## config.mk

```make
export PLATFORM = sky130hd
export DESIGN_NAME = rbsi_front
export DESIGN_NICKNAME = d
export VERILOG_FILES = /design/src/rbsi_pkg.sv /design/src/rbsi_front.sv
export SDC_FILE = /design/constraint.sdc
export NUM_CORES = 1
export LEC_CHECK = 0
export BUFFER_PORTS_ARGS = -buffer_cell sky130_fd_sc_hd__buf_4
export CAP_MARGIN = 20
export CORE_AREA = 4 4 233 235
export DETAILED_ROUTE_END_ITERATION = 10
export DIE_AREA = 0 0 237 239
export GPL_ROUTABILITY_DRIVEN = 0
export PLACE_DENSITY = 0.46
export SLEW_MARGIN = 20
export SYNTH_ARGS = -nofsm -noshare
export SYNTH_HDL_FRONTEND = slang
export SYNTH_SLANG_ARGS = --single-unit
```

## constraint.sdc

```tcl
create_clock -name vclk -period 4.23
set_input_delay 0.2115 -clock vclk [all_inputs]
set_output_delay 0.2115 -clock vclk [all_outputs]
set_load 0.01 [all_outputs]
```

## src/rbsi_pkg.sv

```systemverilog
package rbsi_pkg;

   localparam int COORD_FRAC_BITS_DEF = 16;
   localparam int DIR_FRAC_BITS = 16;

   localparam int COORD_W = 32;
   localparam int DIR_W = 18;
   localparam int RADIUS_W = 31;
   localparam int DIST_W = 33;
   localparam int DIFF_W = COORD_W + 1;
   localparam int MAG_W = COORD_W;
   localparam int DMAG_W = DIR_W;
   localparam int PARALLEL_MAX = 65;

   // box slab division
   localparam int NUM_W = MAG_W + DIR_FRAC_BITS;
   localparam int DIV_STEPS = NUM_W;
   localparam int T_W = 50;

   // sphere path
   localparam int PROD_W = DIFF_W + DIR_W;
   localparam int S_W = PROD_W + 2;
   localparam int MS_W = 52;
   localparam int HALF_W = MS_W / 2;
   localparam int SQ_W = 2 * MAG_W;
   localparam int L2_W = SQ_W + 2;
   localparam int R2_W = 2 * RADIUS_W;
   localparam int S2_W = 2 * MS_W;
   localparam int V_W = S2_W;
   localparam int ROOT_W = V_W / 2;
   localparam int SQRT_STEPS = ROOT_W;
   localparam int TS_W = S_W + 2;
   localparam int TSH_W = TS_W - DIR_FRAC_BITS;
   localparam int RS_SHIFT = 32;

   // pipeline stage numbers in the back end
   localparam int SPH_PRE = 7;
   localparam int ST_ROOT = SPH_PRE + SQRT_STEPS;
   localparam int BOX_PAD = ST_ROOT - DIV_STEPS;
   localparam int ST_LAST = ST_ROOT + 3;

   localparam int QUEUE_DEPTH = 4;
   localparam int QPTR_W = $clog2(QUEUE_DEPTH);
   localparam int QCNT_W = QPTR_W + 1;

   // register map
   localparam int REG_IDX_W = 3;
   localparam logic [REG_IDX_W-1:0] REG_SHAPE    = 3'd0;
   localparam logic [REG_IDX_W-1:0] REG_CORNER_AX = 3'd1;
   localparam logic [REG_IDX_W-1:0] REG_CORNER_AY = 3'd2;
   localparam logic [REG_IDX_W-1:0] REG_CORNER_AZ = 3'd3;
   localparam logic [REG_IDX_W-1:0] REG_CORNER_BX = 3'd4;
   localparam logic [REG_IDX_W-1:0] REG_CORNER_BY = 3'd5;
   localparam logic [REG_IDX_W-1:0] REG_CORNER_BZ = 3'd6;
   localparam logic [REG_IDX_W-1:0] REG_RADIUS   = 3'd7;
   localparam logic [RADIUS_W-1:0] RADIUS_RESET = 31'd65536;

   typedef struct packed {
      logic                         is_box;
      logic [2:0]                   par;
      logic                         par_miss;
      logic [2:0][DIR_W-1:0]        dir;
      logic [2:0][DIFF_W-1:0]       da;
      logic [2:0][DIFF_W-1:0]       db;
   } item_type;

   typedef struct packed {
      logic       vld;
      logic       is_box;
      logic [2:0] par;
      logic       par_miss;
   } tag_type;

   typedef struct packed {
      logic [DMAG_W-1:0] rem;
      logic [NUM_W-1:0]  nq;
      logic [DMAG_W-1:0] den;
      logic              neg;
   } div_lane_type;

   typedef struct packed {
      logic [ROOT_W+1:0] rem;
      logic [ROOT_W-1:0] root;
      logic [V_W-1:0]    v;
      logic [S_W-1:0]    s;
      logic              outside;
      logic              miss;
   } sqrt_type;

   function automatic logic [MAG_W-1:0] mag_diff(input logic [DIFF_W-1:0] x);
      logic [DIFF_W-1:0] n;
      n = x[DIFF_W-1] ? (~x + 1'b1) : x;
      return n[MAG_W-1:0];
   endfunction

   function automatic logic [DMAG_W-1:0] mag_dir(input logic [DIR_W-1:0] x);
      return x[DIR_W-1] ? (~x + 1'b1) : x;
   endfunction

   // one restoring division step, quotient bits shift in as numerator bits shift out
   function automatic div_lane_type div_step(input div_lane_type x);
      logic [DMAG_W:0] tmp;
      logic [DMAG_W:0] sub;
      div_lane_type    y;
      y = x;
      tmp = {x.rem, x.nq[NUM_W-1]};
      sub = tmp - {1'b0, x.den};
      if (tmp >= {1'b0, x.den}) begin
         y.rem = sub[DMAG_W-1:0];
         y.nq = {x.nq[NUM_W-2:0], 1'b1};
      end else begin
         y.rem = tmp[DMAG_W-1:0];
         y.nq = {x.nq[NUM_W-2:0], 1'b0};
      end
      return y;
   endfunction

   // one digit of the bitwise square root
   function automatic sqrt_type sqrt_step(input sqrt_type x);
      logic [ROOT_W+3:0] tmp;
      logic [ROOT_W+3:0] trial;
      logic [ROOT_W+3:0] sub;
      sqrt_type          y;
      y = x;
      tmp = {x.rem, x.v[V_W-1 -: 2]};
      trial = {2'b00, x.root, 2'b01};
      sub = tmp - trial;
      y.v = {x.v[V_W-3:0], 2'b00};
      if (tmp >= trial) begin
         y.rem = sub[ROOT_W+1:0];
         y.root = {x.root[ROOT_W-2:0], 1'b1};
      end else begin
         y.rem = tmp[ROOT_W+1:0];
         y.root = {x.root[ROOT_W-2:0], 1'b0};
      end
      return y;
   endfunction

endpackage

```

## src/rbsi_front.sv

```systemverilog
module rbsi_front (
   input  logic                                  shape_is_box,
   input  logic [2:0][rbsi_pkg::COORD_W-1:0]     corner_a,
   input  logic [2:0][rbsi_pkg::COORD_W-1:0]     corner_b,
   input  logic                                  req_push,
   output logic                                  req_full,
   input  logic [2:0][rbsi_pkg::COORD_W-1:0]     origin,
   input  logic [2:0][rbsi_pkg::DIR_W-1:0]       dir,
   input  logic                                  q_full,
   output logic                                  q_push,
   output rbsi_pkg::item_type                    item
);

   logic [2:0] out_slab;

   assign req_full = q_full;
   assign q_push = req_push && !q_full;

   always_comb begin
      item.is_box = shape_is_box;
      item.dir = dir;
      for (int i = 0; i < 3; i++) begin
         item.da[i] = {corner_a[i][rbsi_pkg::COORD_W-1], corner_a[i]}
                      - {origin[i][rbsi_pkg::COORD_W-1], origin[i]};
         item.db[i] = {corner_b[i][rbsi_pkg::COORD_W-1], corner_b[i]}
                      - {origin[i][rbsi_pkg::COORD_W-1], origin[i]};
         item.par[i] = rbsi_pkg::mag_dir(dir[i]) <= rbsi_pkg::DMAG_W'(rbsi_pkg::PARALLEL_MAX);
         out_slab[i] = ($signed(origin[i]) < $signed(corner_a[i]))
                       || ($signed(origin[i]) > $signed(corner_b[i]));
      end
      // a parallel axis whose slab does not hold the origin rules the box out
      item.par_miss = |(item.par & out_slab);
   end

endmodule

```

Yosys cells after proc, flatten, opt, wreduce, memory -nomap -nowiden
Cells that the tools add are included.

storage, ports and cells
  register bits after elaboration = 0
  output and inout port bits = 259
  bits of input ports = 345
  logic and storage cells = 31

cells by class
  bitwise operators = 4
  reduce and logical (&&, ||, !) cells = 6
  add/sub/neg operators = 9
  $lt $le $gt $ge = 9
  mux-type cells = 3

operators by type and width
  operator                 number
  $sub A32 B32 Y33         6
  $gt A32 B32 Y1           3
  $lt A32 B32 Y1           3
  $add A18 B1 Y18 const B  3
  $le A18 B7 Y1 const B    3
  $mux W18                 3
  $not A18 Y18             3
  $and A3 B3 Y3            1
  $logic_or A1 B1 Y1       3
  $reduce_or A3 Y1         1
  $logic_and A1 B1 Y1      1
  $logic_not A1 Y1         1

Logic depth before layout (Yosys ltp)
  depth after elaboration = 6
  depth in mapped cells = 13
  gate-level depth less buffers = 13

Worst setup path before layout
No wires, ideal clock.

  path type = input -> output
  from = in corner_b[64] (netlist name)
  to = out item[96] (netlist name)
  arrival time = 2.891 ns
  required time = 4.018 ns
  path slack = 1.127 ns
  cell stages on the path = 13
  path buffers = 0
  cells stage by stage = inv_1 ha_1 fa_1 nor2b_1 o21a_1 o21ai_0 a21oi_1 o21ai_0 o21a_1 o211a_1 or3_1 a2111o_1 nand3_1

RTL lines
  what         RTL line          source
  from (decl)  rbsi_front.sv:4   input logic [2:0][rbsi_pkg::COORD_W-1:0] corner_b,
  to (decl)    rbsi_front.sv:11  output rbsi_pkg::item_type item

==> summary.txt <==
Status
  • Status: finished, final reports clean

Timing
  • Crit share post-route: 0.8873
  • Worst slew pin tran: 751.3 ps
  • Worst hold-check slack: 423.1 ps
  • Min cycle time layout: 3753 ps
  • RSZ-0062 raised after global routing: no
  • Final Max Slew Viols: 0
  • # setup viols final: 0
  • Final Hold Viols: 0
  • TNS Setup: 0 ps
  • Fmax: 0.2664 GHz
  • Worst rel slew slack: 0.4862

Layout
  • Layout area overhead: 41.62%
  • # clk buffers: 0
  • Final Core Density: 0.3190
  • Final #Nets: 2,814
  • Sequential cell area: 0 um^2
  • Share of cells above drive strength 1: 0.2823
  • Commonest non-fill, non-tap cell in the layout: buf_4
  • Non-filler instance count after layout: 2,948
  • Most frequent cells in the layout: buf_4, ha_1, a21oi_1
  • ANT cells: 0
  • Fillers: 5,772
  • Seq cells: 0

Hold path
  • Worst hold path class: primary input to output port
  • Hold_sp: shape_is_box

Routing
  • Via-to-Cell Ratio: a little under 5
  • First-pass DRT Iterations: 5
  • Drt first-iter violations: between 700 and 800
  • WL/cell: just under 20 um
  • Final wirelength: 57.51 mm
  • Routed vias: 14,569
  • DRC Markers: 0
  • Detail Route Antenna Nets: 0

Synthesis
  • Yosys warnings: 0
  • Mapped cell area: 0.01177 mm^2
  • Syn nets: 2,287
  • Sequential share of the synthesized area: 0
  • Avg Cell Area, Syn: 6.781 um^2
  • Netlist cell types: 77
  • Synth Instances: around 1,700
  • Post-synth top area cell: ha_1
  • Top-area cell type share of the netlist area: 0.2138
  • Top post-synthesis cells by area: ha_1, xnor2_1, a21oi_1

Setup path
  • Worst setup SP type: primary input
  • Critical path endpoint category: output port
  • CP Launch Point: corner_b[64]
  • Crit path kind: primary input to output port
  • Worst Path Arrival: 3540 ps
  • Crit path required time: roughly 4000 ps
  • Crit path max fanout: 5

Pwr
  • Max rail drop VDD: a little over 0.00009 V
  • Int Pwr: 1.452 mW
  • Clock power frac: 0
  • Register share of total power: 0
  • Pwr Total: 3.099 mW
  • Leakage: 8.430 nW
  • Switching Share: 0.5315
  • Sw power: 1.647 mW
  • PD cells: approximately 190 mW/mm^2
  • Comb pwr share: 1.000

GRT
  • Gr ovfl total: 0
  • Initial antenna violation count: 0
  • Total track usage: 0.1850
  • Vias in the first global route: 14,379
  • First-pass GRT wire length: 84.06 mm
  • Largest net degree at the start of global routing: 20

Run
  • Max Cap Viol: 0

Floorplan
  • Initial Utilization: 0.2252
  • Core ar.: 0.05224 mm^2
  • Die Ht: 239 um
  • Rows: 84
  • Top-Level Pins: 604
  • Die ar.: 0.05664 mm^2
  • Die W: 237 um

Clocking
  • Hold Buf Count CTS: 0
  • # Post-CTS Setup Buffers: 0
  • PostCTS Resize Cnt: 0

Place
  • Number of placed cells counting well taps: 2,948
  • Dpl hpwl: around 52 mm
  • Buffers added on ports: 602
-- layout make-up --
type               count  area [um^2]  share of cell area
multi-input cells   1476        10580              0.6348
inverters            176        660.6             0.03965
well taps            688        860.8             0.05166
repair buffers       608         4564              0.2739
-- kinds of logic after synthesis --
logic type | after synthesis | synth area share
XOR/XNOR | 167 | 0.1243
AO/OA/AOI/OAI | 599 | 0.3302
buffers and inverters | 259 | 0.1010
AND/OR/NAND/NOR | 493 | 0.2114
adder cells (fa/ha/maj) | 207 | 0.2240
multiplexers | 10 | 0.009039
-- per-stage QoR --
step / setup slack [ps] / area (um^2)
floorplan: 1127 / 11770
global placement: 546.2 / 16660
detailed placement: 495.5 / 16660
CTS: 470.9 / 16660
global route: 314.1 / 16660
finish: 476.8 / 16660
-- cell usage after synthesis, types with 28 or more instances --
master,instances
a21o_1,82
a21oi_1,183
buf_4,57
ha_1,201
inv_1,176
nand2_1,106
nand2b_1,31
nand3_1,39
nor2_1,124
nor2b_1,30
nor3_1,57
o21a_1,40
o21ai_0,106
o21bai_1,28
xnor2_1,119
xor2_1,48
-- final timing paths --
kind	end	slack, ps	cells after the start
setup / recovery	item[96]	480	15
hold / removal	item[256]	420	0
-- power groups by stage --
| stage | sequential [mW] | combinational [mW] | clock (mW) |
|---|---|---|---|
| global route | 0 | 3.36 | 0 |
| finish | 0 | 3.10 | 0 |
| detailed placement | 0 | 3.10 | 0 |
| global placement | 0 | 3.11 | 0 |
| floorplan | 0 | 1.66 | 0 |
| CTS | 0 | 3.12 | 0 |
-- routing by layer --
layer	part of all wire	vias to the layer above	track usage
met5	0	-	0
met4	0.020	0	0.03061
met3	0.065	39	0.03023
met2	0.50	505	0.3435
met1	0.42	6706	0.2277
li1	-	7319	-
-- critical path: stages --
cell,delay [ps]
buf_4,80
inv_1,30
ha_1,220
fa_1,410
nor2b_1,140
o21a_1,140
o21ai_0,120
a21oi_1,370
o21ai_0,200
o21a_1,290
o211a_1,270
or3_1,450
a2111o_1,400
nand3_1,80
buf_4,120
No activity file was read; power rests on OpenSTA's default activity.
