`src/rbsi_pkg.sv`:
```
package rbsi_pkg;

   localparam int COORD_FRAC_BITS_DEF = 16;
   localparam int DIR_FRAC_BITS = 16;

   localparam int COORD_W = 32;
   localparam int DIR_W = 18;
   localparam int RADIUS_W = 31;
   localparam int DIST_W = 33;
   localparam int DIFF_W = COORD_W + 1;
   localparam int MAG_W = COORD_W;
   localparam int DMAG_W = DIR_W;
   localparam int PARALLEL_MAX = 65;

   // box slab division
   localparam int NUM_W = MAG_W + DIR_FRAC_BITS;
   localparam int DIV_STEPS = NUM_W;
   localparam int T_W = 50;

   // sphere path
   localparam int PROD_W = DIFF_W + DIR_W;
   localparam int S_W = PROD_W + 2;
   localparam int MS_W = 52;
   localparam int HALF_W = MS_W / 2;
   localparam int SQ_W = 2 * MAG_W;
   localparam int L2_W = SQ_W + 2;
   localparam int R2_W = 2 * RADIUS_W;
   localparam int S2_W = 2 * MS_W;
   localparam int V_W = S2_W;
   localparam int ROOT_W = V_W / 2;
   localparam int SQRT_STEPS = ROOT_W;
   localparam int TS_W = S_W + 2;
   localparam int TSH_W = TS_W - DIR_FRAC_BITS;
   localparam int RS_SHIFT = 32;

   // pipeline stage numbers in the back end
   localparam int SPH_PRE = 7;
   localparam int ST_ROOT = SPH_PRE + SQRT_STEPS;
   localparam int BOX_PAD = ST_ROOT - DIV_STEPS;
   localparam int ST_LAST = ST_ROOT + 3;

   localparam int QUEUE_DEPTH = 4;
   localparam int QPTR_W = $clog2(QUEUE_DEPTH);
   localparam int QCNT_W = QPTR_W + 1;

   // register map
   localparam int REG_IDX_W = 3;
   localparam logic [REG_IDX_W-1:0] REG_SHAPE    = 3'd0;
   localparam logic [REG_IDX_W-1:0] REG_CORNER_AX = 3'd1;
   localparam logic [REG_IDX_W-1:0] REG_CORNER_AY = 3'd2;
   localparam logic [REG_IDX_W-1:0] REG_CORNER_AZ = 3'd3;
   localparam logic [REG_IDX_W-1:0] REG_CORNER_BX = 3'd4;
   localparam logic [REG_IDX_W-1:0] REG_CORNER_BY = 3'd5;
   localparam logic [REG_IDX_W-1:0] REG_CORNER_BZ = 3'd6;
   localparam logic [REG_IDX_W-1:0] REG_RADIUS   = 3'd7;
   localparam logic [RADIUS_W-1:0] RADIUS_RESET = 31'd65536;

   typedef struct packed {
      logic                         is_box;
      logic [2:0]                   par;
      logic                         par_miss;
      logic [2:0][DIR_W-1:0]        dir;
      logic [2:0][DIFF_W-1:0]       da;
      logic [2:0][DIFF_W-1:0]       db;
   } item_type;

   typedef struct packed {
      logic       vld;
      logic       is_box;
      logic [2:0] par;
      logic       par_miss;
   } tag_type;

   typedef struct packed {
      logic [DMAG_W-1:0] rem;
      logic [NUM_W-1:0]  nq;
      logic [DMAG_W-1:0] den;
      logic              neg;
   } div_lane_type;

   typedef struct packed {
      logic [ROOT_W+1:0] rem;
      logic [ROOT_W-1:0] root;
      logic [V_W-1:0]    v;
      logic [S_W-1:0]    s;
      logic              outside;
      logic              miss;
   } sqrt_type;

   function automatic logic [MAG_W-1:0] mag_diff(input logic [DIFF_W-1:0] x);
      logic [DIFF_W-1:0] n;
      n = x[DIFF_W-1] ? (~x + 1'b1) : x;
      return n[MAG_W-1:0];
   endfunction

   function automatic logic [DMAG_W-1:0] mag_dir(input logic [DIR_W-1:0] x);
      return x[DIR_W-1] ? (~x + 1'b1) : x;
   endfunction

   // one restoring division step, quotient bits shift in as numerator bits shift out
   function automatic div_lane_type div_step(input div_lane_type x);
      logic [DMAG_W:0] tmp;
      logic [DMAG_W:0] sub;
      div_lane_type    y;
      y = x;
      tmp = {x.rem, x.nq[NUM_W-1]};
      sub = tmp - {1'b0, x.den};
      if (tmp >= {1'b0, x.den}) begin
         y.rem = sub[DMAG_W-1:0];
         y.nq = {x.nq[NUM_W-2:0], 1'b1};
      end else begin
         y.rem = tmp[DMAG_W-1:0];
         y.nq = {x.nq[NUM_W-2:0], 1'b0};
      end
      return y;
   endfunction

   // one digit of the bitwise square root
   function automatic sqrt_type sqrt_step(input sqrt_type x);
      logic [ROOT_W+3:0] tmp;
      logic [ROOT_W+3:0] trial;
      logic [ROOT_W+3:0] sub;
      sqrt_type          y;
      y = x;
      tmp = {x.rem, x.v[V_W-1 -: 2]};
      trial = {2'b00, x.root, 2'b01};
      sub = tmp - trial;
      y.v = {x.v[V_W-3:0], 2'b00};
      if (tmp >= trial) begin
         y.rem = sub[ROOT_W+1:0];
         y.root = {x.root[ROOT_W-2:0], 1'b1};
      end else begin
         y.rem = tmp[ROOT_W+1:0];
         y.root = {x.root[ROOT_W-2:0], 1'b0};
      end
      return y;
   endfunction

endpackage

```
`src/rbsi_queue.sv`:
```
module rbsi_queue (
   input  logic               clock,
   input  logic               reset,
   input  logic               push,
   input  rbsi_pkg::item_type push_item,
   output logic               full,
   input  logic               pop,
   output logic               empty,
   output rbsi_pkg::item_type head
);

   rbsi_pkg::item_type                mem_ff [0:rbsi_pkg::QUEUE_DEPTH-1];
   logic [rbsi_pkg::QPTR_W-1:0]       wr_ff, wr_in;
   logic [rbsi_pkg::QPTR_W-1:0]       rd_ff, rd_in;
   logic [rbsi_pkg::QCNT_W-1:0]       cnt_ff, cnt_in;

   assign full = cnt_ff == rbsi_pkg::QCNT_W'(rbsi_pkg::QUEUE_DEPTH);
   assign empty = cnt_ff == '0;
   assign head = mem_ff[rd_ff];

   always_comb begin
      wr_in = push ? wr_ff + 1'b1 : wr_ff;
      rd_in = pop ? rd_ff + 1'b1 : rd_ff;
      cnt_in = cnt_ff + {{(rbsi_pkg::QCNT_W-1){1'b0}}, push}
               - {{(rbsi_pkg::QCNT_W-1){1'b0}}, pop};
   end

   always_ff @(posedge clock) begin
      if (reset) begin
         wr_ff <= '0;
         rd_ff <= '0;
         cnt_ff <= '0;
      end else begin
         wr_ff <= wr_in;
         rd_ff <= rd_in;
         cnt_ff <= cnt_in;
      end
   end

   always_ff @(posedge clock) begin
      if (push) begin
         mem_ff[wr_ff] <= push_item;
      end
   end

endmodule

```
`config.mk`:
```
export PLATFORM = sky130hd
export DESIGN_NAME = rbsi_queue
export DESIGN_NICKNAME = d
export VERILOG_FILES = /design/src/rbsi_pkg.sv /design/src/rbsi_queue.sv
export SDC_FILE = /design/constraint.sdc
export NUM_CORES = 1
export LEC_CHECK = 0
export BUFFER_PORTS_ARGS = -buffer_cell sky130_fd_sc_hd__clkbuf_2
export CORE_MARGIN = 2
export CORE_UTILIZATION = 30
export CTS_CLUSTER_SIZE = 40
export DETAILED_ROUTE_END_ITERATION = 12
export PLACE_DENSITY = 0.51
export SYNTH_ARGS = -nofsm -noshare
export SYNTH_HDL_FRONTEND = slang
export SYNTH_SLANG_ARGS = --single-unit
export TNS_END_PERCENT = 5
```
`constraint.sdc`:
```
create_clock -name clock -period 20.6 [get_ports clock]
set_input_delay 3.09 -clock clock [delete_from_list [all_inputs] [get_ports clock]]
set_output_delay 3.09 -clock clock [all_outputs]
set_load 0.005 [all_outputs]
```
== Yosys cells after proc, flatten, opt, wreduce, memory -nomap -nowiden ==
Memories as Yosys holds them, arrays and structs flattened. A register that Yosys moved wholly into a read port is not among the register bits.
Index checks and enable logic that the tools add are counted.

* Equal/unequal tests: 1
* Add/subtract/negate cells: 4
* Mux-type cells: 4
* Reduce and logical (&&, ||, !) cells: 1

{| class="wikitable"
|+ Operator list
! cell !! number
|-
| adder 2 x 1 -> 2 bit, second input constant || 2
|-
| 2-to-1 mux 2 bit || 2
|-
| adder 3 x 1 -> 3 bit || 1
|-
| equality test 3 bit, second input constant || 1
|-
| logical NOT 3 bit || 1
|-
| subtractor 3 x 1 -> 3 bit || 1
|-
| 2-to-1 mux 1 bit || 2
|}

* Register bits after elaboration: 7
* Word-level logic and storage cells: 14
* Output and inout bits: 259
* Bits in writable memories: 1028
* Memories: 1
* Input port bits: 261

{| class="wikitable"
|+ Memory list
! memory !! depth !! width !! rd ports !! clocked after memory_dff !! wr ports !! RTL line !! text
|-
| mem_ff || 4 || 257 || 1 || 1 || 1 || rbsi_queue.sv:12 || <nowiki>rbsi_pkg::item_type mem_ff [0:rbsi_pkg::QUEUE_DEPTH-1];</nowiki>
|}

== Depth between registers and ports, before layout ==
* Depth in word-level cells: 3
* Gate-level depth with buffers: 7
* Depth with buffers taken out: 7

== Worst setup path before layout ==
OpenSTA, ideal clock, no wires.

* Path kind: input -> register
* Start point: input port push
* End point: memory mem_ff[0][0] (netlist bit), enable pin
* Required time: 19.951 ns
* Library setup time: 0.649 ns
* Setup slack: 11.053 ns
* Stages on the path: 1
* Arrival: 8.898 ns
* Buffers on the path: 0
* Cells stage by stage: and2_1

* Cells in the longest elaborated chain, start to end: 2

{| class="wikitable"
|+ RTL lines
! item !! RTL line !! text
|-
| start, declared || rbsi_queue.sv:4 || <nowiki>input logic push,</nowiki>
|-
| 2-to-1 mux 1 bit || rbsi_queue.sv:41 || <nowiki>if (push) begin</nowiki>
|-
| 2-to-1 mux 1 bit (implied by the code) || rbsi_queue.sv:42 || <nowiki>mem_ff[wr_ff] <= push_item;</nowiki>
|-
| end, declared || rbsi_queue.sv:12 ||
|}

Every way passes these cells.

==> PnR_summary.wiki <==
{| class="wikitable"
! Metric !! Value
|-
| Sequential cell area || 31060 um^2
|-
| Die Span X || 358.7 um
|-
| Final clock skew || 0.02964 ns
|-
| Number of warnings reported in the yosys synthesis log || 0
|-
| Required time of the critical path || 17.51 ns
|-
| Nets || 2246
|-
| Wirelength, routed || 78.96 mm
|-
| Number of resized instances in the post-cts repair step || 0
|-
| Smallest setup slack after layout || around 13 ns
|-
| Arrival time reported for the critical path endpoint || between 4 and 5 ns
|-
| Setup TNS || 0 ns
|-
| Maximum clock path buffer count || 3
|-
| Area taken by multi-input logic gates || 6035 um^2
|-
| GRT Resource Usage Total || 12.02%
|-
| Clock tree from TritonCTS || yes
|-
| Number of iterations in the first detailed-routing pass || 6
|-
| Setup repair after global routing missed its margin || false
|-
| Final Critical Period || 7.261 ns
|-
| Cells along the critical path || buf_4 -> buf_12 -> mux4_2 -> clkbuf_2
|-
| Final count of pins violating max slew || 0
|-
| Core ar. || 125200 um^2
|-
| Highest achievable clock rate || 137.7 MHz
|-
| Maximum number of pins on one net before global-route repair || about 140
|-
| Avg Cell Area, Syn || ~27 um^2
|-
| Rel. slew slack || 20.23%
|-
| Number of nets with antenna violations after detailed routing || 0
|-
| Most used flip-flop cell after synthesis || edfxtp_1
|-
| Vias || 16620
|-
| Post-CTS setup repair buffer count || 0
|-
| Max H-tree Level || 3
|-
| Count of final setup violators || 0
|-
| Total of buffers placed on input and output ports || 519
|-
| Maximum fanout count along the critical path || 95
|-
| CTS Buf Count || 108
|-
| Die span in y || around 360 um
|-
| Post-DR wirelength/cell || 21.20 um
|-
| Endpoint of the worst setup timing path || head[179]
|-
| Count of distinct cell types in the synthesized netlist || 22
|-
| Pwr/cell area || 105.0 nW/um^2
|-
| Slew of the pin with the lowest slew margin || 1.197 ns
|-
| Core Util, Final || 36.36%
|-
| Dpl hpwl || 48.15 mm
|-
| Max capacitance violation total || 0
|-
| Number of violations reported at the end of detailed-routing iteration 0 || between 1000 and 1500
|-
| Kind of critical path || register to output port
|-
| Critical Path Max Stage Delay || 0.95 ns
|-
| CP endpoint kind || output port
|-
| Std cell rows || 130
|-
| Final cycle utilization of the critical path || 35.25%
|-
| Wire length of the first global-routing pass || 115.0 mm
|-
| Net count after synthesis || 1653
|-
| Aggregate global routing overflow || 0
|-
| Initial cell density of the core || 30.14%
|-
| CTS Root Buffer Type || clkbuf_16
|-
| Clock latency of the later-clocked register in the worst-skew pair || 0.72 ns
|-
| R2r endpoint || mem_ff[2][201]$_DFFE_PP_
|-
| Number of DRC violations after detailed routing || 0
|-
| Async set-or-reset flop fraction in the synthesized netlist || 0%
|-
| Reg-to-reg critical path startpoint || wr_ff[0]$_SDFFE_PP0P_
|-
| Run status || finished, final reports clean
|-
| Vias per cell || ~4.5
|-
| Leakage || 15.08 nW
|-
| Startpoint type of the worst setup path || register
|-
| Count of flip-flops with a built-in enable after synthesis || 1028
|-
| Type of the tightest min-delay check || register to register
|-
| Clock input transition at the sequential cells of the worst setup and hold paths || around 0.060 ns
|-
| Final GP Congestion || approximately 0.71
|-
| Via count of the first global-routing pass || 17890
|-
| Worst Hold Margin || 0.5486 ns
|-
| Clock Sink Count || a little over 1000
|-
| Final hold violation count || 0
|-
| Post-synthesis instance area || 37750 um^2
|-
| Worst reg2reg path depth || 5
|-
| Cells after Synth || roughly 1400
|-
| Sequential share of the synthesized area || around 80%
|-
| Filler instances || 11490
|-
| I/O pin count || 520
|-
| Hold buffer count at cts || 0
|-
| Number of antenna violations at the first check in global routing || 15
|-
| Worst-case setup slack after placement || 13.85 ns
|-
| Seq cells post-synth || 1037
|-
| Full die area || 128700 um^2
|-
| Ratio of cells with drive above 1 in the final layout || 46.33%
|-
| Cell at the slowest stage of the critical path || dfxtp_4
|-
| Maximum vdd drop || 0.07095 mV
|-
| Register-to-Register Setup Slack || 17.21 ns
|-
| Synthesis-to-layout area growth || 20.64%
|}
layer usage:
layer  share of wire [%]  global-route usage (%)
met1                  39                   14.23
met2                  49                   19.60
met3                 9.7                   5.208
met4                 2.1                   4.017
met5                0.23                       0
report_power, final:
group / internal (W) / switching [W] / leakage, nW
logic: 0.000186 / 0.000209 / 3.82
registers: 0.00243 / 0.0000282 / 9.52
clock network: 0.00114 / 0.000794 / 1.74
registers in the layout, indices dropped and copies added (netlist names), named ones only:
| register | count |
|---|---|
| mem_ff | 1028 |
| cnt_ff | 3 |
| wr_ff | 2 |
| rd_ff | 2 |
cells in the final DEF (no fill, tap or decap):
cell / synthesis / routed
clkbuf_1: 4 / 21
inv_16: 0 / 2
inv_1: 6 / 6
dfxtp_4: 0 / 2
clkinv_2: 0 / 20
inv_6: 0 / 5
ha_1: 6 / 6
diode_2: 0 / 2
clkinv_16: 0 / 1
clkinv_8: 0 / 1
and3_1: 1 / 1
edfxtp_1: 1028 / 1028
buf_12: 22 / 2
xor3_1: 1 / 1
inv_8: 0 / 1
bufinv_16: 0 / 13
xnor2_1: 2 / 2
clkbuf_2: 0 / 519
clkinvlp_4: 0 / 2
nor2b_1: 2 / 2
fa_1: 1 / 1
clkinv_1: 0 / 28
clkinv_4: 0 / 1
a21oi_1: 1 / 1
and2_4: 0 / 4
nand3b_1: 1 / 1
clkbuf_16: 0 / 109
a21bo_2: 1 / 1
nor3_1: 1 / 1
nor2_1: 5 / 5
dfxtp_1: 9 / 7
buf_4: 2 / 20
mux4_2: 257 / 257
mux2i_1: 1 / 1
metrics by stage:
step / std cells / instance area, um^2 / total power [W]
2_1_floorplan: 1385 / 37750 / 0.002747
3_3_place_gp: 3518 / 41970 / 0.002902
4_1_cts: 3722 / 45530 / 0.004864
5_1_grt: 3722 / 45530 / 0.004968
6_report: 3724 / 45540 / 0.004783
3_5_place_dp: 3518 / 41970 / 0.002912
worst max-delay path, delay by kind of cell, from the launching register on:
family | cells | cell delay, ns
flip-flops | 1 | 0.95
buffers and inverters | 3 | 1.49
multiplexers | 1 | 0.64
synthesized netlist by cell type (all sizes together) (2+ instances only):
cell type	instances	share of area, %
and2	4	0.066
buf	54	1.7
clkbuf	4	0.040
dfxtp	9	0.48
edfxtp	1028	82
ha	6	0.20
inv	6	0.060
mux4	257	15
nor2	5	0.050
nor2b	2	0.033
xnor2	2	0.046
logic make-up (layout without fill, tap and decap cells):
group | count (synthesis) | count (layout) | share of synthesized area (%)
flip-flops | 1037 | 1037 | 82.25
multiplexers | 258 | 258 | 15.36
buffers and inverters | 64 | 751 | 1.786
AND/OR/NAND/NOR | 14 | 14 | 0.1989
adder cells (fa/ha/maj) | 7 | 7 | 0.2519
XOR/XNOR | 3 | 3 | 0.1094
AO/OA/AOI/OAI | 2 | 2 | 0.03976
other | 0 | 2 | 0
area by class of cell:
type	count	share of cell area, %
Antenna cell	2	0.01099
Clock buffer	130	6.163
Clock inverter	74	1.671
Inverter	6	0.04946
Multi-Input combinational cell	284	13.25
Sequential cell	1037	68.20
Tap cell	1650	4.533
Timing Repair Buffer	541	6.122
how the worst min path moves through the flow:
| stage | end | slack [ns] | from | cells after the start |
|---|---|---|---|---|
| after global placement | register | 0.50 | rd_ff[1]$_SDFFE_PP0P_ | 2 |
| after floorplan | register | 0.49 | rd_ff[1]$_SDFFE_PP0P_ | 2 |
| after global routing | register | 0.58 | rd_ff[0]$_SDFFE_PP0P_ | 2 |
| after CTS | register | 0.55 | rd_ff[0]$_SDFFE_PP0P_ | 2 |
| final | register | 0.55 | rd_ff[0]$_SDFFE_PP0P_ | 2 |
| after detailed placement | register | 0.54 | rd_ff[0]$_SDFFE_PP0P_ | 2 |
Power figures use the tool's default switching activity.
